$ cat src/rtl/assert_macros.svh
// Assertion macros shared by the RTL files of the SD SPI command engine.
`ifndef ASSERT_MACROS_SVH
`define ASSERT_MACROS_SVH

`ifndef SYNTH

// Property must hold at every clock edge outside reset.
`define ASSERT_CLK(lbl, clk, rst, prop) \
   lbl: assert property (@(posedge clk) disable iff (rst) prop) \
      else $error("assertion failed");

// Expression must never be true outside reset.
`define ASSERT_NEVER(lbl, clk, rst, expr) \
   lbl: assert property (@(posedge clk) disable iff (rst) !(expr)) \
      else $error("forbidden condition seen");

`else

`define ASSERT_CLK(lbl, clk, rst, prop)
`define ASSERT_NEVER(lbl, clk, rst, expr)

`endif

`endif

$ cat src/rtl/ssce_pkg.sv
// Shared types and constants of the SD SPI command engine.
package ssce_pkg;

   // Port widths
   localparam int REQ_DATA_W = 48;
   localparam int RSP_DATA_W = 48;
   localparam int CSR_ADDR_W = 2;
   localparam int CSR_DATA_W = 4;

   // Request kinds carried in req_tuser
   localparam logic ACT_START = 1'b0;
   localparam logic ACT_RX    = 1'b1;

   // Register indexes
   localparam logic [CSR_ADDR_W-1:0] REG_CRC_EN    = 2'd0;
   localparam logic [CSR_ADDR_W-1:0] REG_MAX_ATT   = 2'd1;
   localparam logic [CSR_ADDR_W-1:0] REG_MAX_POLL  = 2'd2;

   // Register reset values
   localparam logic       CRC_EN_RST   = 1'b1;
   localparam logic [2:0] MAX_ATT_RST  = 3'd3;
   localparam logic [3:0] MAX_POLL_RST = 4'd9;

   // Status codes
   localparam logic [1:0] ST_OK      = 2'd0;
   localparam logic [1:0] ST_INVALID = 2'd1;
   localparam logic [1:0] ST_TIMEOUT = 2'd2;

   // SD commands and frame bytes
   localparam logic [5:0] CMD_GO_IDLE      = 6'd0;
   localparam logic [5:0] CMD_VOLT_CHECK   = 6'd8;
   localparam logic [5:0] CMD_OCR_QUERY    = 6'd58;
   localparam logic [7:0] START_BITS       = 8'h40;
   localparam logic [7:0] CRC_FIXED        = 8'h95;
   localparam logic [7:0] CRC_NONE         = 8'h01;
   localparam logic [7:0] FILL_BYTE        = 8'hFF;

   // Frame beat positions
   localparam logic [2:0] BEAT_CMD   = 3'd0;
   localparam logic [2:0] BEAT_ARG3  = 3'd1;
   localparam logic [2:0] BEAT_ARG2  = 3'd2;
   localparam logic [2:0] BEAT_ARG1  = 3'd3;
   localparam logic [2:0] BEAT_ARG0  = 3'd4;
   localparam logic [2:0] BEAT_CRC   = 3'd5;
   localparam logic [2:0] BEAT_FILL  = 3'd6;
   localparam logic [2:0] BEAT_POLL  = 3'd7;

   // Trailing response length in bytes
   localparam logic [2:0] RESP_BYTES = 3'd4;

   typedef enum logic [1:0] {
      PH_IDLE,
      PH_POLL,
      PH_READ
   } phase_type;

   typedef enum logic [1:0] {
      RUN_FRAME,
      RUN_POLL,
      RUN_DONE
   } run_kind_type;

   // One run of results handed from the core to the emitter
   typedef struct packed {
      run_kind_type kind;
      logic         wait_flag;
      logic [7:0]   cmd_byte;
      logic [31:0]  argument;
      logic [7:0]   crc_byte;
      logic [1:0]   status;
      logic [31:0]  resp;
   } run_type;

endpackage

$ cat src/rtl/ssce_core.sv
// Request register, command state and per-request decision logic.
`include "assert_macros.svh"

module ssce_core (
   input  logic                              clock,
   input  logic                              reset,
   input  logic                              req_tvalid,
   output logic                              req_tready,
   input  logic                              req_tuser,
   input  logic [ssce_pkg::REQ_DATA_W-1:0]   req_tdata,
   input  logic                              csr_we,
   input  logic [ssce_pkg::CSR_ADDR_W-1:0]   csr_addr,
   input  logic [ssce_pkg::CSR_DATA_W-1:0]   csr_wdata,
   input  logic                              emit_ready,
   output logic                              run_load,
   output ssce_pkg::run_type                 run
);

   // Request register
   logic        in_vld_ff, in_vld_in;
   logic        in_action_ff, in_action_in;
   logic [5:0]  in_cmd_ff, in_cmd_in;
   logic [31:0] in_arg_ff, in_arg_in;
   logic        in_want_ff, in_want_in;
   logic [7:0]  in_rx_ff, in_rx_in;

   // Configuration
   logic        crc_en_ff, crc_en_in;
   logic [2:0]  max_att_ff, max_att_in;
   logic [3:0]  max_poll_ff, max_poll_in;

   // Command state
   ssce_pkg::phase_type phase_ff, phase_in;
   logic [2:0]  att_ff, att_in;
   logic [3:0]  poll_ff, poll_in;
   logic [2:0]  rbc_ff, rbc_in;
   logic [5:0]  cmd_ff, cmd_in;
   logic [31:0] arg_ff, arg_in;
   logic        want_ff, want_in;
   logic [31:0] acc_ff, acc_in;

   logic        take, consume, has_run, is_start;
   logic [3:0]  pmax;
   logic [2:0]  amax, att_inc, rbc_inc;
   logic        keep_poll, retry_tok, retry_out, bad_tok, want_read, read_done;
   logic [31:0] acc_shift;
   logic [5:0]  frame_cmd;
   logic [31:0] frame_arg;

   // Handshake: a request leaves the register once its run is handed over, or at once if it has no run
   assign is_start   = (in_action_ff == ssce_pkg::ACT_START);
   assign consume    = in_vld_ff && (!has_run || emit_ready);
   assign req_tready = !in_vld_ff || consume;
   assign take       = req_tvalid && req_tready;
   assign run_load   = in_vld_ff && has_run && emit_ready;

   always_comb begin
      in_vld_in    = take ? 1'b1 : (consume ? 1'b0 : in_vld_ff);
      in_action_in = take ? req_tuser        : in_action_ff;
      in_cmd_in    = take ? req_tdata[5:0]   : in_cmd_ff;
      in_arg_in    = take ? req_tdata[37:6]  : in_arg_ff;
      in_want_in   = take ? req_tdata[38]    : in_want_ff;
      in_rx_in     = take ? req_tdata[46:39] : in_rx_ff;
   end

   // Register writes
   always_comb begin
      crc_en_in   = crc_en_ff;
      max_att_in  = max_att_ff;
      max_poll_in = max_poll_ff;
      if (csr_we) begin
         case (csr_addr)
            ssce_pkg::REG_CRC_EN:   crc_en_in   = csr_wdata[0];
            ssce_pkg::REG_MAX_ATT:  max_att_in  = csr_wdata[2:0];
            ssce_pkg::REG_MAX_POLL: max_poll_in = csr_wdata[3:0];
            default: ;
         endcase
      end
   end

   // Token checks; zero budgets count as one
   assign pmax      = (max_poll_ff == 4'd0) ? 4'd1 : max_poll_ff;
   assign amax      = (max_att_ff == 3'd0) ? 3'd1 : max_att_ff;
   assign att_inc   = att_ff + 3'd1;
   assign rbc_inc   = rbc_ff + 3'd1;
   assign keep_poll = in_rx_ff[7] && (poll_ff < pmax);
   assign retry_tok = (in_rx_ff == ssce_pkg::FILL_BYTE) || in_rx_ff[3];
   assign retry_out = (att_inc >= amax);
   assign bad_tok   = (in_rx_ff > 8'd1);
   assign want_read = want_ff && ((cmd_ff == ssce_pkg::CMD_VOLT_CHECK) ||
                                  (cmd_ff == ssce_pkg::CMD_OCR_QUERY));
   assign acc_shift = {acc_ff[23:0], in_rx_ff};
   assign read_done = (rbc_inc >= ssce_pkg::RESP_BYTES);
   assign frame_cmd = is_start ? in_cmd_ff : cmd_ff;
   assign frame_arg = is_start ? in_arg_ff : arg_ff;

   // Next state
   always_comb begin
      phase_in = phase_ff;
      att_in   = att_ff;
      poll_in  = poll_ff;
      rbc_in   = rbc_ff;
      cmd_in   = cmd_ff;
      arg_in   = arg_ff;
      want_in  = want_ff;
      acc_in   = acc_ff;
      if (consume) begin
         if (is_start) begin
            cmd_in   = in_cmd_ff;
            arg_in   = in_arg_ff;
            want_in  = in_want_ff;
            att_in   = 3'd0;
            rbc_in   = 3'd0;
            acc_in   = 32'd0;
            phase_in = ssce_pkg::PH_POLL;
            poll_in  = 4'd1;
         end else begin
            case (phase_ff)
               ssce_pkg::PH_POLL: begin
                  if (keep_poll) begin
                     poll_in = poll_ff + 4'd1;
                  end else if (retry_tok) begin
                     att_in = att_inc;
                     if (retry_out) begin
                        phase_in = ssce_pkg::PH_IDLE;
                     end else begin
                        poll_in = 4'd1;
                     end
                  end else if (bad_tok) begin
                     phase_in = ssce_pkg::PH_IDLE;
                  end else if (want_read) begin
                     phase_in = ssce_pkg::PH_READ;
                     rbc_in   = 3'd0;
                     acc_in   = 32'd0;
                  end else begin
                     phase_in = ssce_pkg::PH_IDLE;
                  end
               end
               ssce_pkg::PH_READ: begin
                  acc_in = acc_shift;
                  rbc_in = rbc_inc;
                  if (read_done) begin
                     phase_in = ssce_pkg::PH_IDLE;
                  end
               end
               default: ;
            endcase
         end
      end
   end

   // Run descriptor for the request in the register
   always_comb begin
      has_run       = 1'b0;
      run.kind      = ssce_pkg::RUN_POLL;
      run.wait_flag = 1'b0;
      run.cmd_byte  = ssce_pkg::START_BITS | {2'b00, frame_cmd};
      run.argument  = frame_arg;
      run.crc_byte  = (crc_en_ff || (frame_cmd == ssce_pkg::CMD_GO_IDLE) ||
                       (frame_cmd == ssce_pkg::CMD_VOLT_CHECK)) ?
                      ssce_pkg::CRC_FIXED : ssce_pkg::CRC_NONE;
      run.status    = ssce_pkg::ST_OK;
      run.resp      = 32'd0;
      if (is_start) begin
         has_run  = 1'b1;
         run.kind = ssce_pkg::RUN_FRAME;
      end else begin
         case (phase_ff)
            ssce_pkg::PH_POLL: begin
               has_run = 1'b1;
               if (keep_poll) begin
                  run.kind = ssce_pkg::RUN_POLL;
               end else if (retry_tok) begin
                  if (retry_out) begin
                     run.kind   = ssce_pkg::RUN_DONE;
                     run.status = ssce_pkg::ST_TIMEOUT;
                  end else begin
                     run.kind      = ssce_pkg::RUN_FRAME;
                     run.wait_flag = 1'b1;
                  end
               end else if (bad_tok) begin
                  run.kind   = ssce_pkg::RUN_DONE;
                  run.status = ssce_pkg::ST_INVALID;
               end else if (want_read) begin
                  run.kind = ssce_pkg::RUN_POLL;
               end else begin
                  run.kind = ssce_pkg::RUN_DONE;
               end
            end
            ssce_pkg::PH_READ: begin
               has_run = 1'b1;
               if (read_done) begin
                  run.kind = ssce_pkg::RUN_DONE;
                  run.resp = acc_shift;
               end
            end
            default: has_run = 1'b0;
         endcase
      end
   end

   always_ff @(posedge clock) begin
      if (reset) begin
         in_vld_ff   <= 1'b0;
         crc_en_ff   <= ssce_pkg::CRC_EN_RST;
         max_att_ff  <= ssce_pkg::MAX_ATT_RST;
         max_poll_ff <= ssce_pkg::MAX_POLL_RST;
         phase_ff    <= ssce_pkg::PH_IDLE;
         att_ff      <= 3'd0;
         poll_ff     <= 4'd0;
         rbc_ff      <= 3'd0;
         cmd_ff      <= 6'd0;
         arg_ff      <= 32'd0;
         want_ff     <= 1'b0;
         acc_ff      <= 32'd0;
      end else begin
         in_vld_ff   <= in_vld_in;
         crc_en_ff   <= crc_en_in;
         max_att_ff  <= max_att_in;
         max_poll_ff <= max_poll_in;
         phase_ff    <= phase_in;
         att_ff      <= att_in;
         poll_ff     <= poll_in;
         rbc_ff      <= rbc_in;
         cmd_ff      <= cmd_in;
         arg_ff      <= arg_in;
         want_ff     <= want_in;
         acc_ff      <= acc_in;
      end
   end

   // Request payload holds no control state
   always_ff @(posedge clock) begin
      in_action_ff <= in_action_in;
      in_cmd_ff    <= in_cmd_in;
      in_arg_ff    <= in_arg_in;
      in_want_ff   <= in_want_in;
      in_rx_ff     <= in_rx_in;
   end

   // A held request with pending results must stay until the emitter frees
   `ASSERT_CLK(a_hold_blocked, clock, reset,
      (in_vld_ff && has_run && !emit_ready) |=> in_vld_ff)
   // Read phase never runs past the response length
   `ASSERT_NEVER(a_rbc_range, clock, reset,
      (phase_ff == ssce_pkg::PH_READ) && (rbc_ff >= ssce_pkg::RESP_BYTES))
   // A start always leaves the engine polling
   `ASSERT_CLK(a_start_polls, clock, reset,
      (consume && is_start) |=> (phase_ff == ssce_pkg::PH_POLL) && (poll_ff == 4'd1))

endmodule

$ cat src/rtl/ssce_emit.sv
// Result register and sequencer that emits each run one byte exchange per beat.
`include "assert_macros.svh"

module ssce_emit (
   input  logic                              clock,
   input  logic                              reset,
   input  logic                              run_load,
   input  ssce_pkg::run_type                 run,
   output logic                              emit_ready,
   output logic                              rsp_tvalid,
   input  logic                              rsp_tready,
   output logic [ssce_pkg::RSP_DATA_W-1:0]   rsp_tdata,
   output logic                              rsp_tuser,
   output logic                              rsp_tlast
);

   logic              busy_ff, busy_in;
   logic [2:0]        idx_ff, idx_in;
   ssce_pkg::run_type run_ff, run_in;

   logic        fire, beat_last;
   logic [7:0]  tx_byte;
   logic        capture, chip_select, wait_flag, done_res;
   logic [1:0]  status;
   logic [31:0] response_word;

   // Beat control
   assign fire       = busy_ff && rsp_tready;
   assign beat_last  = (run_ff.kind != ssce_pkg::RUN_FRAME) ||
                       (idx_ff == ssce_pkg::BEAT_POLL);
   assign emit_ready = !busy_ff || (rsp_tready && beat_last);

   always_comb begin
      busy_in = busy_ff;
      idx_in  = idx_ff;
      run_in  = run_ff;
      if (run_load) begin
         busy_in = 1'b1;
         idx_in  = 3'd0;
         run_in  = run;
      end else if (fire) begin
         if (beat_last) begin
            busy_in = 1'b0;
         end else begin
            idx_in = idx_ff + 3'd1;
         end
      end
   end

   // Beat contents
   always_comb begin
      tx_byte       = ssce_pkg::FILL_BYTE;
      capture       = 1'b0;
      chip_select   = 1'b0;
      wait_flag     = 1'b0;
      done_res      = 1'b0;
      status        = ssce_pkg::ST_OK;
      response_word = 32'd0;
      case (run_ff.kind)
         ssce_pkg::RUN_FRAME: begin
            case (idx_ff)
               ssce_pkg::BEAT_CMD: begin
                  tx_byte   = run_ff.cmd_byte;
                  wait_flag = run_ff.wait_flag;
               end
               ssce_pkg::BEAT_ARG3: tx_byte = run_ff.argument[31:24];
               ssce_pkg::BEAT_ARG2: tx_byte = run_ff.argument[23:16];
               ssce_pkg::BEAT_ARG1: tx_byte = run_ff.argument[15:8];
               ssce_pkg::BEAT_ARG0: tx_byte = run_ff.argument[7:0];
               ssce_pkg::BEAT_CRC:  tx_byte = run_ff.crc_byte;
               ssce_pkg::BEAT_FILL: tx_byte = ssce_pkg::FILL_BYTE;
               default:             capture = 1'b1;
            endcase
         end
         ssce_pkg::RUN_POLL: capture = 1'b1;
         ssce_pkg::RUN_DONE: begin
            chip_select   = 1'b1;
            done_res      = 1'b1;
            status        = run_ff.status;
            response_word = run_ff.resp;
         end
         default: ;
      endcase
   end

   assign rsp_tvalid = busy_ff;
   assign rsp_tlast  = beat_last;
   assign rsp_tuser  = done_res;
   assign rsp_tdata  = {3'b000, response_word, status, wait_flag, chip_select,
                        capture, tx_byte};

   always_ff @(posedge clock) begin
      if (reset) begin
         busy_ff <= 1'b0;
         idx_ff  <= 3'd0;
      end else begin
         busy_ff <= busy_in;
         idx_ff  <= idx_in;
      end
   end

   always_ff @(posedge clock) begin
      run_ff <= run_in;
   end

   // A new run is only taken when the current one is finishing or absent
   `ASSERT_CLK(a_load_when_free, clock, reset, run_load |-> emit_ready)
   // Single-beat runs never advance the beat index
   `ASSERT_NEVER(a_idx_single, clock, reset,
      busy_ff && (run_ff.kind != ssce_pkg::RUN_FRAME) && (idx_ff != 3'd0))
   // A taken middle beat of a frame moves to the next byte
   `ASSERT_CLK(a_idx_step, clock, reset,
      (fire && !beat_last && !run_load) |=> (idx_ff == $past(idx_ff) + 3'd1))
   // A status report always closes its run
   `ASSERT_CLK(a_done_last, clock, reset, (rsp_tvalid && rsp_tuser) |-> rsp_tlast)

endmodule

$ cat src/rtl/sd_spi_command_engine.sv
// Top level of the SD SPI-mode command engine.
//
//   channel  dir  handshake              payload
//   req      in   req_tvalid/req_tready  tuser action, tdata command fields or rx byte
//   rsp      out  rsp_tvalid/rsp_tready  tuser done, tdata byte exchange, tlast end of run
//   csr      in   csr_we                 csr_addr register index, csr_wdata value
//
// A request is decided from the request register and the command state; its run enters
// the result register when the emitter is ready. A start or an in-budget retry token
// yields eight result beats, every other request one or none, one beat per cycle while
// rsp_tready is high. A new request is taken every cycle while each causes a single beat
// and rsp_tready stays high. Synchronous active-high reset clears the control state and
// loads the register defaults; a stalled rsp side holds its beat unchanged.

module sd_spi_command_engine (
   input  logic                              clock,
   input  logic                              reset,
   input  logic                              req_tvalid,
   output logic                              req_tready,
   input  logic                              req_tuser,  // action
   // cmd_index[5:0], argument[37:6], want_response[38], rx_byte[46:39], zero
   input  logic [ssce_pkg::REQ_DATA_W-1:0]   req_tdata,
   output logic                              rsp_tvalid,
   input  logic                              rsp_tready,
   output logic                              rsp_tuser,  // done_res
   // tx_byte[7:0], capture[8], chip_select[9], wait_before_retry[10],
   // status[12:11], response_word[44:13], zero
   output logic [ssce_pkg::RSP_DATA_W-1:0]   rsp_tdata,
   output logic                              rsp_tlast,
   input  logic                              csr_we,
   input  logic [ssce_pkg::CSR_ADDR_W-1:0]   csr_addr,
   input  logic [ssce_pkg::CSR_DATA_W-1:0]   csr_wdata
);

   logic              emit_ready;
   logic              run_load;
   ssce_pkg::run_type run;

   ssce_core u_core (
      .clock      (clock),
      .reset      (reset),
      .req_tvalid (req_tvalid),
      .req_tready (req_tready),
      .req_tuser  (req_tuser),
      .req_tdata  (req_tdata),
      .csr_we     (csr_we),
      .csr_addr   (csr_addr),
      .csr_wdata  (csr_wdata),
      .emit_ready (emit_ready),
      .run_load   (run_load),
      .run        (run)
   );

   ssce_emit u_emit (
      .clock      (clock),
      .reset      (reset),
      .run_load   (run_load),
      .run        (run),
      .emit_ready (emit_ready),
      .rsp_tvalid (rsp_tvalid),
      .rsp_tready (rsp_tready),
      .rsp_tdata  (rsp_tdata),
      .rsp_tuser  (rsp_tuser),
      .rsp_tlast  (rsp_tlast)
   );

endmodule

$ cat config.mk
export PLATFORM = sky130hd
export DESIGN_NAME = sd_spi_command_engine
export DESIGN_NICKNAME = d
export VERILOG_FILES = /design/src/rtl/ssce_pkg.sv /design/src/rtl/ssce_core.sv /design/src/rtl/ssce_emit.sv /design/src/rtl/sd_spi_command_engine.sv
export VERILOG_INCLUDE_DIRS = /design/src /design/src/rtl
export SDC_FILE = /design/constraint.sdc
export NUM_CORES = 1
export LEC_CHECK = 0
export ABC_AREA = 1
export BUFFER_PORTS_ARGS = -buffer_cell sky130_fd_sc_hd__clkbuf_2
export CAP_MARGIN = 15
export CORE_UTILIZATION = 50
export CTS_CLUSTER_DIAMETER = 100
export CTS_CLUSTER_SIZE = 30
export DETAILED_ROUTE_END_ITERATION = 10
export GPL_TIMING_DRIVEN = 0
export PLACE_DENSITY = 0.79
export SLEW_MARGIN = 25
export SYNTH_ARGS = -nofsm -noshare
export SYNTH_HDL_FRONTEND = slang
export SYNTH_HIERARCHICAL = 1
export SYNTH_SLANG_ARGS = --single-unit
export TNS_END_PERCENT = 50
$ cat constraint.sdc
create_clock -name clock -period 8.4 [get_ports clock]
set_input_delay 0.42 -clock clock [delete_from_list [all_inputs] [get_ports clock]]
set_output_delay 0.42 -clock clock [all_outputs]
set_load 0.005 [all_outputs]
Word-level counts from Yosys, hierarchy flattened. Cells that the tools add are included.

Flip-flop bits (word level): 219. Bits of input ports: 60. Logic and storage cells: 172.

$add $sub $neg: 4. Order comparisons: 4. Equality and inequality tests: 29. Muxes and demuxes: 60. Bitwise operators: 4. Reduce and logical (&&, ||, !) cells: 45.

Operators with widths (count): $mux 24 (5); $mux 32 (2); $pmux 24 s2 (1); $pmux 8 s6 (1); $mux 2 (15); $mux 3 (10); $mux 4 (6); $ne 3x3->1 const B (8); $mux 8 (2); $mux 1 (13); $eq 3x3->1 const B (4); $eq 6x4->1 const B (2); $reduce_and 2->1 (6); $add 3x1->3 const B (3); $eq 8x8->1 const B (1); $gt 8x1->1 const B (1); $logic_and 1x1->1 (8); $logic_or 1x1->1 (8); $pmux 2 s2 (2); $reduce_and 4->1 (2); $reduce_bool 2->1 (4); $reduce_or 7->1 (1); $eq 2x1->1 const B (3); $eq 2x2->1 const B (3); other kinds (24) (35).

Depth between registers and ports, before layout. Gate-level depths: netlist of run 1.

Word-level depth: 10. Depth in mapped cells: 14. Gate-level depth less buffers: 14.

Modules after synthesis. The synthesis of run 1 kept the hierarchy.

Modules (own cells, without submodules): ssce_core (times used 1, cells an instance 781, area each 6102.1 um^2, seq. area each 3123.0 um^2); ssce_emit (times used 1, cells an instance 321, area each 3681.0 um^2, seq. area each 2632.5 um^2).

Worst setup path after synthesis of run 1. Ideal clock, no wire load.

Path kind: flip-flop to flip-flop. Start: reg u_emit.idx_ff[0]. End: reg u_emit.idx_ff[0]. Setup time: 118 ps. Arrival: 7610 ps. Required time: 8282 ps. Slack: 672 ps. Stages on the path, launching flop included: 12. Path buffers: 0. Period minus slack after synthesis: 7728 ps. Path through: dfxtp_1 ha_1 ha_1 inv_1 nand2_1 nand2_1 nand2_1 inv_2 nor3_1 nor2_1 nand2_1 nor2_1.

Cells in the longest elaborated chain, start to end: 6. Elaborated cells between the ends (all ways): 9. Classes of those cells: 1 x add/sub; 1 x eq/ne; 1 x bitwise; 6 x reduce/logical.

Ends and longest elaborated chain: start: declaration (RTL line ssce_emit.sv:18) `logic [2:0] idx_ff, idx_in;`; start signal: assignment (RTL line ssce_emit.sv:98) `idx_ff <= idx_in;`; $eq 3x3->1 (RTL line ssce_emit.sv:30) `(idx_ff == ssce_pkg::BEAT_POLL);`; $logic_or 1x1->1 (RTL line ssce_emit.sv:29) `assign beat_last = (run_ff.kind != ssce_pkg::RUN_FRAME) ||`; named net rsp_tlast (RTL line sd_spi_command_engine.sv:29) `output logic rsp_tlast,`; $logic_and 1x1->1 (RTL line ssce_emit.sv:31) `assign emit_ready = !busy_ff || (rsp_tready && beat_last);`; $logic_or 1x1->1 (RTL line ssce_emit.sv:31); named net emit_ready (RTL line sd_spi_command_engine.sv:35) `logic emit_ready;`; $logic_and 1x1->1 (RTL line ssce_core.sv:55) `assign run_load = in_vld_ff && has_run && emit_ready;`; named net run_load (RTL line sd_spi_command_engine.sv:36) `logic run_load;`; $reduce_or 2->1 (no line).

The timed path passes the listed nets, and every way through them passes these cells. A chain may end at the register's enable or synchronous reset.

Final worst setup path of run 1.
Start: reg u_emit.idx_ff[0]. End: reg u_emit/run_ff[52] (netlist bit), enable pin.

Cells in the longest elaborated chain, start to end: 5.

Ends and longest elaborated chain: $eq 3x3->1 (RTL line ssce_emit.sv:30); $logic_or 1x1->1 (RTL line ssce_emit.sv:29); $logic_and 1x1->1 (RTL line ssce_emit.sv:31); $logic_or 1x1->1 (RTL line ssce_emit.sv:31); named net emit_ready (RTL line sd_spi_command_engine.sv:35); $logic_and 1x1->1 (RTL line ssce_core.sv:55); named net run_load (RTL line sd_spi_command_engine.sv:36); end signal: assignment (RTL line ssce_emit.sv:103) `run_ff <= run_in;`; end: declaration (RTL line ssce_emit.sv:19) `ssce_pkg::run_type run_ff, run_in;`.

The timed path passes the listed nets, and every way through them passes these cells.

==> impl_summary.md, run 1 <==
Setup path
The worst setup path is of the flop to flop kind. The number of cells on the worst reg-to-reg path is 12. The startpoint identified for the worst register-to-register timing path is u_emit/idx_ff[0]. The data required time at the worst endpoint is ~8.6 ns. The endpoint arrival time on the critical path is 3.15 ns.

The maximum fanout along the worst path is 11. For flop-to-flop paths, the worst setup slack is ~5.4 ns. The endpoint kind of the worst setup timing path is a flop. The element type at the critical path start is a flop. The end of the worst register-to-register path is u_emit/run_ff[52].

Power
The share of total power dissipated in the clock network is 0.281. The combinational share of power is 0.117. IR analysis of the VDD net gives a maximum drop of roughly 0.13 mV. The internal cell power is about 1500 uW.

The total leakage power is 0.00483 uW. For this design the ratio of total power to cell area is 186 mW/mm2. The share of total power in sequential cells is 0.603. The switching fraction of total power is 0.247. The total chip power is 2060 uW.

The switching power summed over all nets is slightly above 500 uW.

Detailed routing
After detailed routing, the average wire length per cell comes to 13.6 um. The final wirelength is 20500 um. After detailed routing, the number of remaining DRC violations is 0.

The number of antenna-violating nets in the routed design is 0. The detailed router finished its first iteration with approximately 690 violations. Dividing the detail-routed via count by the number of cells gives about 5.0. The first TritonRoute pass finished after 5 iterations.

The final route contains ~7600 vias.

Synth
The top cell type's share of synthesized area is 0.408. The most common cell in the netlist is sky130_fd_sc_hd__nand2_1. The number of cells produced by synthesis is 1102. The share of the yosys chip area belonging to registers is 0.588. During synthesis, Yosys emitted a total of 6 warnings.

Yosys mapped a number of flops with a built-in enable equal to 133. Yosys mapped the design onto just over 40 distinct sky130hd cell types. In the synthesized netlist the dominant register cell turns out to be sky130_fd_sc_hd__edfxtp_1.

In this run the cell area of the synthesized design comes to ~0.01 mm2. After synthesis, the mean cell area works out to ~8.9 um2. By area the synthesized netlist is led by sky130_fd_sc_hd__edfxtp_1 (41%), sky130_fd_sc_hd__dfxtp_1 (18%), sky130_fd_sc_hd__nand2_1 (9.4%). The async set-reset flop share out of synthesis is 0. The flip-flop and latch count after synthesis is between 200 and 250. The synthesized design spends more area on one cell type than any other, namely sky130_fd_sc_hd__edfxtp_1. By count the netlist is led by sky130_fd_sc_hd__nand2_1 (246), sky130_fd_sc_hd__inv_1 (145), sky130_fd_sc_hd__edfxtp_1 (133), sky130_fd_sc_hd__nor2_1 (129), sky130_fd_sc_hd__dfxtp_1 (88).

Die
The total I/O pin count is between 100 and 150. The height of the chip is roughly 140 um. The die outline area is slightly above 0.02 mm2. In this run the core area contains 50 standard-cell rows.

The starting utilization of the core area is 0.516. The floorplan step set the die width to 142 um. The region available for standard cell placement spans approximately 0.019 mm2.

CTS
The CTS tree is done. The clock slew at the register clock pins of the worst setup and hold paths is 0.11 ns. The count of cells resized by post-cts repair is 0. Clock tree synthesis selected as its root buffer the cell sky130_fd_sc_hd__clkbuf_16. The post-cts hold buffer count is 0. For the worst-skew pair, the clock arrives at the later sink with an insertion delay of ~0.47 ns. The clock passes through at most 3 buffers. The number of buffers created by CTS is 11. The number of sinks on the clock net is 221.

The level count of the clock H-tree is 1. The setup fix buffers added after clock tree synthesis is 0.

Run
The max-capacitance violation count is 0.

Status
The flow ran to the end, and the final reports show no timing, DRC or antenna violations.

Placement
Detailed placement ended at an HPWL of 15300 um. The minimum setup slack after placement is roughly 5.4 ns. The count of buffers inserted at the top-level ports is 107.

The placer's final routability congestion estimate is 0.877.

Timing
The setup skew after layout is between 0.02 and 0.025 ns. The achievable frequency is 0.335 GHz. The number of failing setup endpoints in the final timing report is 0. The max-slew violation total from the final report is 0. The number of hold violations in the final report is 0. Setup repair after global routing left no endpoint under its margin.

The final critical-path required period is 2.99 ns. The tightest slew margin relative to the limit is 0.489. The share of the clock period used by the worst path after layout is 0.356. At the pin with the least slew margin, the transition time is 0.762 ns. The worst path meets setup with around 5.4 ns of slack.

Finish
The area growth from synthesis to layout is 13.2%. Of the cells placed in the final design, the portion with a size suffix greater than 1 is 0.171. In the final design database the tool counted 1316 nets. The area of all sequential standard cells is 0.00576 mm2.

The footprint of the multi-input gates is between 0.003 and 0.004 mm2. The number of antenna diodes in the final layout is 0. Measured on the finished design, the core utilization comes to 0.584.

The number of fillers in the final layout is approximately 1600.

Global routing
The global-route wire length before repair is between 30000 and 40000 um. The sum of overflow across all layers after global routing is 0. The initial antenna violation count is 0. The total global-route track usage is 0.205. Entering global routing, the biggest net connects 34 pins. The number of global-route vias before repair is between 6000 and 7000.

Hold path
Counting instances, the worst hold path has a depth of 1. The path with the worst hold slack has its endpoint at u_core/in_arg_ff[12]. The startpoint identified for the worst hold timing path is req_tdata[18]. The path class of the tightest hold or removal check is input port to flop.
## cells in the final DEF, fill, tap and decap left out, drive strengths merged, types with 2 or more instances in the layout
master / instances
o21ai: 83
xnor2: 2
nand4: 37
clkinv: 5
nand3: 25
o211ai: 3
conb: 10
dfxtp: 88
xor2: 2
nor2: 135
clkbuf: 153
edfxtp: 133
a21oi: 57
buf: 40
inv: 185
or2: 2
nor3: 9
ha: 17
nand2: 249
## flip-flops by register name (all words and copies together) (netlist names), 6 cells and up
signal / cells
u_emit/run_ff: 85
u_core/cmd_ff: 6
u_core/in_cmd_ff: 6
u_core/acc_ff: 24
u_core/in_rx_ff: 8
u_core/in_arg_ff: 32
u_core/arg_ff: 32
## stage by stage
stage	TNS (ns)	area, um2	hold WS (ns)	instances
floorplan	0	9810	0.423	1109
global placement	-155.88	10700	0.433	1476
detailed placement	0	10800	0.439	1486
CTS	0	11100	0.118	1503
global route	0	11100	0.112	1503
finish	0	11100	0.124	1503
## layout make-up
class | instances | area share
Inverter | 188 | 0.0639
Timing Repair Buffer | 117 | 0.0566
Clock buffer | 14 | 0.0259
Clock inverter | 3 | 0.00226
Buffer | 62 | 0.0295
Sequential cell | 221 | 0.520
Multi-Input combinational cell | 638 | 0.273
Tap cell | 260 | 0.0294
## worst max-delay path: stages, from the launching register on
cell and delay, ns:
sky130_fd_sc_hd__dfxtp_1 0.41, sky130_fd_sc_hd__ha_1 0.20, sky130_fd_sc_hd__ha_1 0.15, sky130_fd_sc_hd__inv_1 0.06, sky130_fd_sc_hd__nand2_1 0.10, sky130_fd_sc_hd__nand2_1 0.06, sky130_fd_sc_hd__nand2_1 0.10, sky130_fd_sc_hd__inv_2 0.08
sky130_fd_sc_hd__nor3_2 0.63, sky130_fd_sc_hd__buf_4 0.33, sky130_fd_sc_hd__buf_4 0.22, sky130_fd_sc_hd__buf_6 0.16, sky130_fd_sc_hd__buf_4 0.20
## layer usage
layer | vias to the layer above | global-route usage | routed length (um)
met5 | - | 0 | 0
met4 | 0 | 0.0645 | 504
met3 | 31 | 0.0196 | 1270
met2 | 291 | 0.334 | 9590
met1 | 3466 | 0.289 | 9140
li1 | 3765 | - | -
## power by group through the flow
stage                     sequential, uW  combinational [uW]  clock, uW
after detailed placement            1260                 236          0
after floorplan                     1260                 160          0
final                               1240                 240        577
after CTS                           1240                 238        589
after global routing                1250                 270        619
after global placement              1270                 224          0
## worst max-delay path by stage
stage | start | to | cells past startpoint
2_1_floorplan | u_emit/idx_ff[0] | u_emit/idx_ff[0] | 11
3_3_place_gp | u_emit/idx_ff[0] | u_emit/idx_ff[1] | 11
3_5_place_dp | u_emit/idx_ff[0] | u_emit/run_ff[62] | 12
4_1_cts | u_emit/idx_ff[0] | u_emit/run_ff[35] | 12
5_1_grt | u_emit/idx_ff[0] | u_emit/run_ff[58] | 12
6_report | u_emit/idx_ff[0] | u_emit/run_ff[52] | 12
## kinds of logic (layout without fill, tap and decap cells)
kind of cell | after synthesis | count (layout) | synth area share
compound gates | 148 | 148 | 0.0803
xor+xnor | 4 | 4 | 0.00358
flops | 221 | 221 | 0.588
fa+ha+maj | 17 | 17 | 0.0217
buf+inv | 250 | 384 | 0.106
simple gates | 459 | 459 | 0.199
other cells | 3 | 10 | 0.00115
Note: power is estimated with default switching activity, not from simulation.
==> run 2: changes to the inputs <==
--- a/config.mk
+++ b/config.mk
@@ -6,7 +6,7 @@
 export SDC_FILE = /design/constraint.sdc
 export NUM_CORES = 1
 export LEC_CHECK = 0
-export ABC_AREA = 1
+export ABC_AREA = 0
 export BUFFER_PORTS_ARGS = -buffer_cell sky130_fd_sc_hd__clkbuf_2
 export CAP_MARGIN = 15
 export CORE_UTILIZATION = 50
==> constraint.sdc (replaced) <==
create_clock -name clock -period 3 [get_ports clock]
set_input_delay 0.15 -clock clock [delete_from_list [all_inputs] [get_ports clock]]
set_output_delay 0.15 -clock clock [all_outputs]
set_load 0.005 [all_outputs]
==> run 2 against run 1 <==
Against the previous run:
- the flow now finishes with violations (DRC)
- non-clock buffer count rose by 41
- sequential power grew to 2.7 times the previous value
- wire length decreased by 5.3%
- design area decreased by 0.32%
- final cell count down 22%
- sequential share of layout area grew 0.16 points
==> impl_summary.md, run 2 <==
CTS
The number of sinks on the clock net is 221 (unchanged). TritonCTS built the clock tree. The clock latency on the worst-skew pair is 0.46 ns (about the same).

The number of buffers between clock root and the deepest sink is 3 (unchanged). The clock tree root buffer cell is sky130_fd_sc_hd__clkbuf_16. The clock slew at the register clock pins of the worst setup and hold paths is 0.11 ns (about the same). The level count of the clock H-tree came to 1 (unchanged).

The setup fix buffers added after clock tree synthesis came to 0 (unchanged). The number of buffers created by CTS came to 11 (unchanged).

Placement
The cell count after placement was 1098 (-26%). The minimum setup slack after placement is -0.114 ns (-5.56 ns). The count of buffers inserted at the top-level ports is 107 (unchanged). The placer's final routability congestion estimate came to 0.848 (-3.3%). The half-perimeter wire length after detailed placement came to 13400 um (-12%).

Setup path
The number of cells on the worst reg-to-reg path came to 6 (-6). STA classifies the critical path endpoint as an output port. The register-to-register setup slack came to 0.20 ns (-5.21 ns). The kind of cell adding the most delay to the critical path is buffers and inverters. STA classifies the critical path startpoint as a flop. The dominant cell type by count on the critical path is sky130_fd_sc_hd__buf_4. The slowest stage of the critical path belongs to the cell sky130_fd_sc_hd__nor4_1. The critical path is of the flop to output port type. In this run the critical register-to-register path is launched from u_core/in_action_ff. The critical path buffer and inverter count was 6 (unchanged). The delay of the slowest cell on the worst path came to 0.43 ns (-0.20 ns). In this run the critical register-to-register path is captured at u_emit/run_ff[67]. The endpoint arrival time on the critical path came to 2.70 ns (-0.45 ns). The data required time at the worst endpoint was 2.85 ns (-5.72 ns).

The maximum fanout along the worst path was 10 (-1). Walking the worst path, the cells encountered are buf_4, buf_4, inv_1, ha_1, clkbuf_1, nor4_1, nor2_1, nor2_1, buf_4, clkbuf_2.

Finish
The number of nets in the layout came to 1015 (-23%). The number of diodes added for antenna fixing is 0 (unchanged). The most frequent standard cell in the layout excluding fill and tap cells is sky130_fd_sc_hd__edfxtp_1.

The number of flip-flops in the largest register is 85 (unchanged). The top cell types in the final layout, fill and taps aside, are sky130_fd_sc_hd__edfxtp_1 (133), sky130_fd_sc_hd__clkbuf_2 (109), sky130_fd_sc_hd__dfxtp_1 (88). The ratio of cells with drive above 1 in the final layout came to 0.212 (+0.0410). The register with the highest flop count is u_emit/run_ff.

Compared with the post-synthesis result, the final layout area differs by 19.1%. The largest registers in the layout are u_emit/run_ff x85, u_core/arg_ff x32, u_core/in_arg_ff x32. The final cell count without fillers came to 1171 (-22%).

Global routing
The number of global-route vias before repair is 6002 (-11%). The met1 usage is 0.287 (-0.00266). The global-route wire length before repair is 30700 um (-6.2%). The sum of overflow across all layers after global routing was 0 (unchanged). The total global-route track usage was 0.203 (-0.00201). The initial antenna violation count was 0 (unchanged).

The global routing usage on met3 is 0.0267 (+0.00710). met2 is the most crowded layer. The largest net degree at the start of global routing is 49 (+44%). The routing usage on met2 is 0.330 (-0.00470).

Timing
The max-slew violation total from the final report came to 0 (unchanged). The final worst setup slack is 0.151 ns (-5.26 ns). Of the available clock period, the critical path in the final layout requires 0.950. The number of hold violations in the final report was 0 (unchanged). The slew at the pin closest to its max-slew limit came to 0.766 ns (+0.00430 ns).

The number of failing setup endpoints in the final timing report is 0 (unchanged). Setup repair after global routing left no endpoint under its margin. The setup skew after layout is 0.0134 ns (-0.00683 ns).

The tightest slew margin relative to the limit is 0.489 (about the same). For this run, the top clock speed supported by timing is between 0.3 and 0.4 GHz. The setup TNS after final layout was 0 ns (unchanged). The tightest hold margin is 0.0635 ns (-0.0602 ns).

The worst path needs about 2.8 ns of the cycle, external delays included.

Synth
The commonest cells after synthesis are sky130_fd_sc_hd__edfxtp_1 (133), sky130_fd_sc_hd__dfxtp_1 (88), sky130_fd_sc_hd__nor2_1 (80), sky130_fd_sc_hd__and2_1 (69), sky130_fd_sc_hd__mux2_2 (38). The async set-reset flop share out of synthesis is 0 (unchanged). The flip-flop and latch count after synthesis is 221 (unchanged). The count of flip-flops with a built-in enable after synthesis is 133 (unchanged). The share of the yosys chip area belonging to registers is 0.621 (+0.0326). The synthesized area was 0.00927 mm2 (-5.2%). The most common cell in the netlist is sky130_fd_sc_hd__edfxtp_1. The number of warnings reported in the yosys synthesis log is 6 (unchanged).

The average instance area after synthesis is 12.3 um2 (+38%). The largest total area in the synthesized netlist belongs to sky130_fd_sc_hd__edfxtp_1. The top cell type's share of synthesized area is 0.431 (+0.0226).

The number of cells produced by synthesis is 754 (-32%). The count of cell types in the netlist was 66 (+61%). The most used flip-flop cell after synthesis is sky130_fd_sc_hd__edfxtp_1.

Ranked by total cell area, the synthesized netlist is headed by sky130_fd_sc_hd__edfxtp_1 (43%), sky130_fd_sc_hd__dfxtp_1 (19%), sky130_fd_sc_hd__and2_1 (4.7%).

Hold path
The endpoint with the worst hold slack is u_core/crc_en_ff. The tightest min-delay check is of the input port to flop type. The worst hold path cell count came to 4 (+3).

The startpoint of the most critical hold path is csr_addr[1].

Detailed routing
The number of antenna-violating nets in the routed design was 0 (unchanged). The final routed wire length divided by cell count was 16.6 um (+22%). The via-per-instance ratio was 5.34 (+6.2%). The number of remaining DRC errors is 17 (+17). The violation count after the first detailed-route iteration is 487 (-30%).

The total number of vias is 6249 (-17%). The final wirelength is 19400 um (-5.3%). The number of detailed-routing iterations run before antenna repair came to 9 (+4).

Die
The starting utilization of the core area is 0.513 (-0.00355). The die outline area was 0.0191 mm2 (-5.2%). The chip width is 138 um (-2.6%). The total number of placement rows is 49 (-2.0%). The height of the chip is 138 um (-2.6%). The total I/O pin count is 112 (unchanged). The standard cell core area is 0.0181 mm2 (-4.6%).

Power
The power density over cell area was 501 mW/mm2 (+170%). The total leakage power is 0.00428 uW (-11%). The peak supply drop is 0.295 mV (+130%). The total chip power was 5530 uW (+170%).

Run
The max-capacitance violation count is 0 (unchanged).

Status
The final reports fail on DRC. The flow ran to the end, but the final reports show violations.
-- run 2: worst max-delay path by stage --
stage / start / end / slack (ns) / cells after the start
6_report: u_emit/idx_ff[2] / rsp_tdata[8] / 0.15 / 10
5_1_grt: u_emit/idx_ff[2] / rsp_tdata[8] / 0.02 / 10
4_1_cts: u_emit/idx_ff[2] / rsp_tdata[5] / 0.05 / 8
3_5_place_dp: u_core/in_action_ff / u_core/in_arg_ff[1] / -0.11 / 6
3_3_place_gp: u_core/in_action_ff / u_core/in_arg_ff[6] / -1.19 / 6
2_1_floorplan: u_core/in_action_ff / u_core/in_action_ff / -0.08 / 6
-- run 2: tightest hold or removal path, delay by kind of cell --
kind / cells / cell delay [ns]
AND/OR/NAND/NOR: 2 / 0.16
AO/OA/AOI/OAI: 1 / 0.10
buffers and inverters: 1 / 0.09
-- run 2: repair_timing --
action	in CTS	in global routing
endpoints found under the hold margin	59	0
setup endpoints to repair	54	131
resized for setup	3	7
hold buffers	55	0
pin swaps	0	1
gates cloned	1	0
-- run 2: cells by family after synthesis --
family / count (synthesis) / synth area share
mux: 56 / 0.0667
xor+xnor: 2 / 0.00189
compound gates: 115 / 0.0966
buf+inv: 77 / 0.0435
flops: 221 / 0.621
simple gates: 263 / 0.146
fa+ha+maj: 17 / 0.0229
other cells: 3 / 0.00121
-- run 2: power breakdown --
part	internal [uW]	switching (uW)	leakage [uW]
combinational	226	254	0.00214
clock	725	921	0.000157
sequential	3350	58.5	0.00198
total	4300	1230	0.00428
-- run 2: stage by stage --
stage	area [um2]	utilization
after floorplan	9300	-
after global placement	10100	0.560
after detailed placement	10100	0.561
after CTS	11000	0.610
after global routing	11000	0.611
final	11000	0.611
-- run 2: area by class of cell --
class                   instances  area, um2
repair buffers                163       1110
flip-flops and latches        221       5760
clock inverters                 2       25.0
plain buffers                  57        337
fillers                      1407       7040
clock buffers                  15        300
multi-input cells             464       3160
well taps                     229        287
inverters                      20       75.1
-- run 2: layer usage --
metal | wire length (um) | share of wire | vias to the layer above
li1 | - | - | 3069
met1 | 8780 | 0.45 | 2946
met2 | 9020 | 0.46 | 206
met3 | 1190 | 0.061 | 28
met4 | 419 | 0.022 | 0
met5 | 0 | 0 | -
==> run 3: changes to the inputs <==
==> constraint.sdc (replaced) <==
create_clock -name clock -period 3.5 [get_ports clock]
set_input_delay 0.175 -clock clock [delete_from_list [all_inputs] [get_ports clock]]
set_output_delay 0.175 -clock clock [all_outputs]
set_load 0.005 [all_outputs]
==> run 3 against run 2 <==
Against the previous run:
- core utilization decreased by 0.17 points
- final cell count decreased by 0.17%
- die area unchanged
- first-iteration DRC count increased by 10%
- sequential cell count unchanged
- non-clock buffer count decreased by 1
- via count increased by 0.11%
- design area decreased by 0.28%
- power decreased by 14%
- the flow still finishes with violations (DRC)
==> impl_summary.md, run 3 (synthesis gave the netlist of run 2 again) <==
Finish
The final cell count without fillers is 1169 (-0.17%). Leaving out fill and tap cells, the most frequent cells in the layout are sky130_fd_sc_hd__edfxtp_1 (133), sky130_fd_sc_hd__clkbuf_2 (107), sky130_fd_sc_hd__dfxtp_1 (88). The final standard cell area without fillers was 0.0110 mm2 (-0.28%).

In the final layout, the registers with the most flip-flops are u_emit/run_ff x85, u_core/arg_ff x32, u_core/in_arg_ff x32. The number of nets in the layout was 1013 (-0.20%). Relative to the synthesized area, the layout overhead comes to 18.8%. The number of flip-flops in the largest register was 85 (unchanged). Leaving out fill and tap cells, the most frequent cell in the layout is sky130_fd_sc_hd__edfxtp_1. The number of diodes added for antenna fixing is 0 (unchanged).

The ratio of cells with drive above 1 in the final layout was 0.207 (-0.00487). Counting flops per register, the top entry is u_emit/run_ff. The number of fillers in the final layout is 1414 (+0.50%).

CTS
TritonCTS built the clock tree. The clock slew at the register clock pins of the worst setup and hold paths is 0.11 ns (about the same). The level count of the clock H-tree is 1 (unchanged).

The number of buffers created by CTS is 11 (unchanged). The setup fix buffers added after clock tree synthesis is 0 (unchanged). The clock tree root buffer cell is sky130_fd_sc_hd__clkbuf_16. The number of sinks on the clock net came to 221 (unchanged). The number of buffers between clock root and the deepest sink came to 3 (unchanged). The clock latency on the worst-skew pair is 0.46 ns (about the same).

Timing
Subtracting the final worst setup slack from the clock period gives roughly 3.2 ns. The tightest slew margin relative to the limit came to 0.493 (+0.00396). The max-slew violation total from the final report was 0 (unchanged). The setup skew after layout is 0.0141 ns (+0.000693 ns). The number of hold violations in the final report is 0 (unchanged). Setup repair after global routing left no endpoint under its margin. The share of the clock period used by the worst path after layout is 0.913. Derived from the worst setup path, the maximum achievable clock frequency is 0.313 GHz. The number of failing setup endpoints in the final timing report was 0 (unchanged). The setup TNS after final layout is 0 ns (unchanged). The slew at the pin closest to its max-slew limit was 0.761 ns (-0.00595 ns).

Detailed routing
The final wirelength is 19300 um (-0.50%). The number of remaining DRC errors is 18 (+1). The via-per-instance ratio is 5.35 (+0.28%). The final routed wire length divided by cell count came to 16.5 um (-0.33%). The number of detailed-routing iterations run before antenna repair is 8 (-1). The number of antenna-violating nets in the routed design is 0 (unchanged).

The total number of vias is 6256 (+0.11%). The violation count after the first detailed-route iteration was 537 (+10%).

Die
The die outline area came to 0.0191 mm2 (unchanged). The height of the chip was 138 um (unchanged). The total number of placement rows was 49 (unchanged). The starting utilization of the core area is 0.513 (unchanged). The chip width is 138 um (unchanged). The total I/O pin count was 112 (unchanged). The standard cell core area is 0.0181 mm2 (unchanged).

Setup path
The worst setup path is launched from a flop. In this run the worst setup path begins at u_core/in_action_ff. The worst setup path is captured at a flop.

The data required time at the worst endpoint is 3.60 ns (+0.75 ns). The endpoint arrival time on the critical path is 3.30 ns (+0.60 ns). The end of the worst register-to-register path is u_core/in_arg_ff[8]. The maximum fanout along the worst path is 48 (+38). In this run the critical register-to-register path is launched from u_core/in_action_ff. The number of cells on the worst reg-to-reg path is 6 (unchanged). The register-to-register setup slack is 0.30 ns (+0.10 ns). By startpoint and endpoint, the worst setup path is classified as flop to flop.

Global routing
The initial antenna violation count is 0 (unchanged). The largest net degree at the start of global routing is 49 (unchanged). The routing usage on met2 was 0.326 (-0.00403). The global routing usage on met3 is 0.0270 (+0.000346). The met1 usage is 0.284 (-0.00232). The sum of overflow across all layers after global routing is 0 (unchanged). The number of global-route vias before repair is 5975 (-0.45%). The total global-route track usage came to 0.201 (-0.00184).

The global-route wire length before repair is 30400 um (-0.74%). The global-route layer with the greatest usage is met2.

Hold path
The worst hold path cell count is 3 (-1). The startpoint of the most critical hold path is rsp_tready. The worst hold path belongs to the class input port to flop. The endpoint with the worst hold slack is u_emit/idx_ff[1].

Placement
The count of buffers inserted at the top-level ports is 107 (unchanged). The cell count after placement is 1098 (unchanged). The area after detailed placement is 0.0101 mm2 (unchanged). The placer's final routability congestion estimate is 0.848 (unchanged). The half-perimeter wire length after detailed placement is 13400 um (unchanged).

Run
The max-capacitance violation count is 0 (unchanged).

Power
The total leakage power is 0.00426 uW (-0.30%). The power density over cell area is 430 mW/mm2 (-14%). The peak supply drop is 0.254 mV (-14%).

Status
The checks that failed: DRC. The run finished, with violations left.
[run 3: area by class of cell]
type                            count  area [um2]  area share
Sequential cell                   221        5760       0.523
Multi-Input combinational cell    463        3150       0.286
Timing Repair Buffer              162        1100      0.0995
Buffer                             57         328      0.0298
Clock buffer                       15         300      0.0273
Tap cell                          229         287      0.0260
Inverter                           20        75.1     0.00682
Clock inverter                      2        25.0     0.00227
[run 3: worst max-delay path by stage]
stage                                 to  slack (ns)  depth (start not counted)
detailed placement   u_core/in_arg_ff[1]        0.39                          6
floorplan            u_core/in_action_ff        0.42                          6
finish               u_core/in_arg_ff[8]        0.30                          6
CTS                 u_core/in_arg_ff[20]        0.37                          6
global placement     u_core/in_arg_ff[6]       -0.69                          6
global route        u_core/in_arg_ff[20]        0.18                          6
[run 3: repair_timing]
action / CTS / global route
endpoints found under the hold margin: 59 / 0
hold buffers: 54 / 0
resized for setup: 0 / 0
[run 3: routing by layer]
| metal | routed length, um | vias up |
|---|---|---|
| met2 | 8970 | 205 |
| li1 | - | 3058 |
| met1 | 8730 | 2964 |
| met3 | 1190 | 29 |
| met4 | 422 | 0 |
| met5 | 0 | - |
[run 3: worst max-delay path, stage by stage, from the launching register on]
cell	delay, ns
sky130_fd_sc_hd__edfxtp_1	0.44
sky130_fd_sc_hd__clkbuf_1	0.39
sky130_fd_sc_hd__clkbuf_1	0.47
sky130_fd_sc_hd__clkbuf_1	0.47
sky130_fd_sc_hd__nand2_1	0.15
sky130_fd_sc_hd__nand3b_1	0.23
sky130_fd_sc_hd__and2_4	0.63
[run 3: per-stage QoR]
step | worst slack (ns) | utilization | hold slack (ns) | total power (uW)
CTS | 0.367 | 0.609 | 0.00465 | 4770
global route | 0.179 | 0.609 | 0.0235 | 4910
floorplan | 0.420 | - | 0.240 | 3200
global placement | -0.692 | 0.560 | 0.352 | 3320
finish | 0.304 | 0.609 | 0.0176 | 4730
detailed placement | 0.386 | 0.561 | 0.354 | 3340
[run 3: power breakdown]
group          switching (uW)  internal (uW)  total [uW]
Sequential               49.9           2870        2920
Clock                     785            621        1410
Combinational             217            191         408
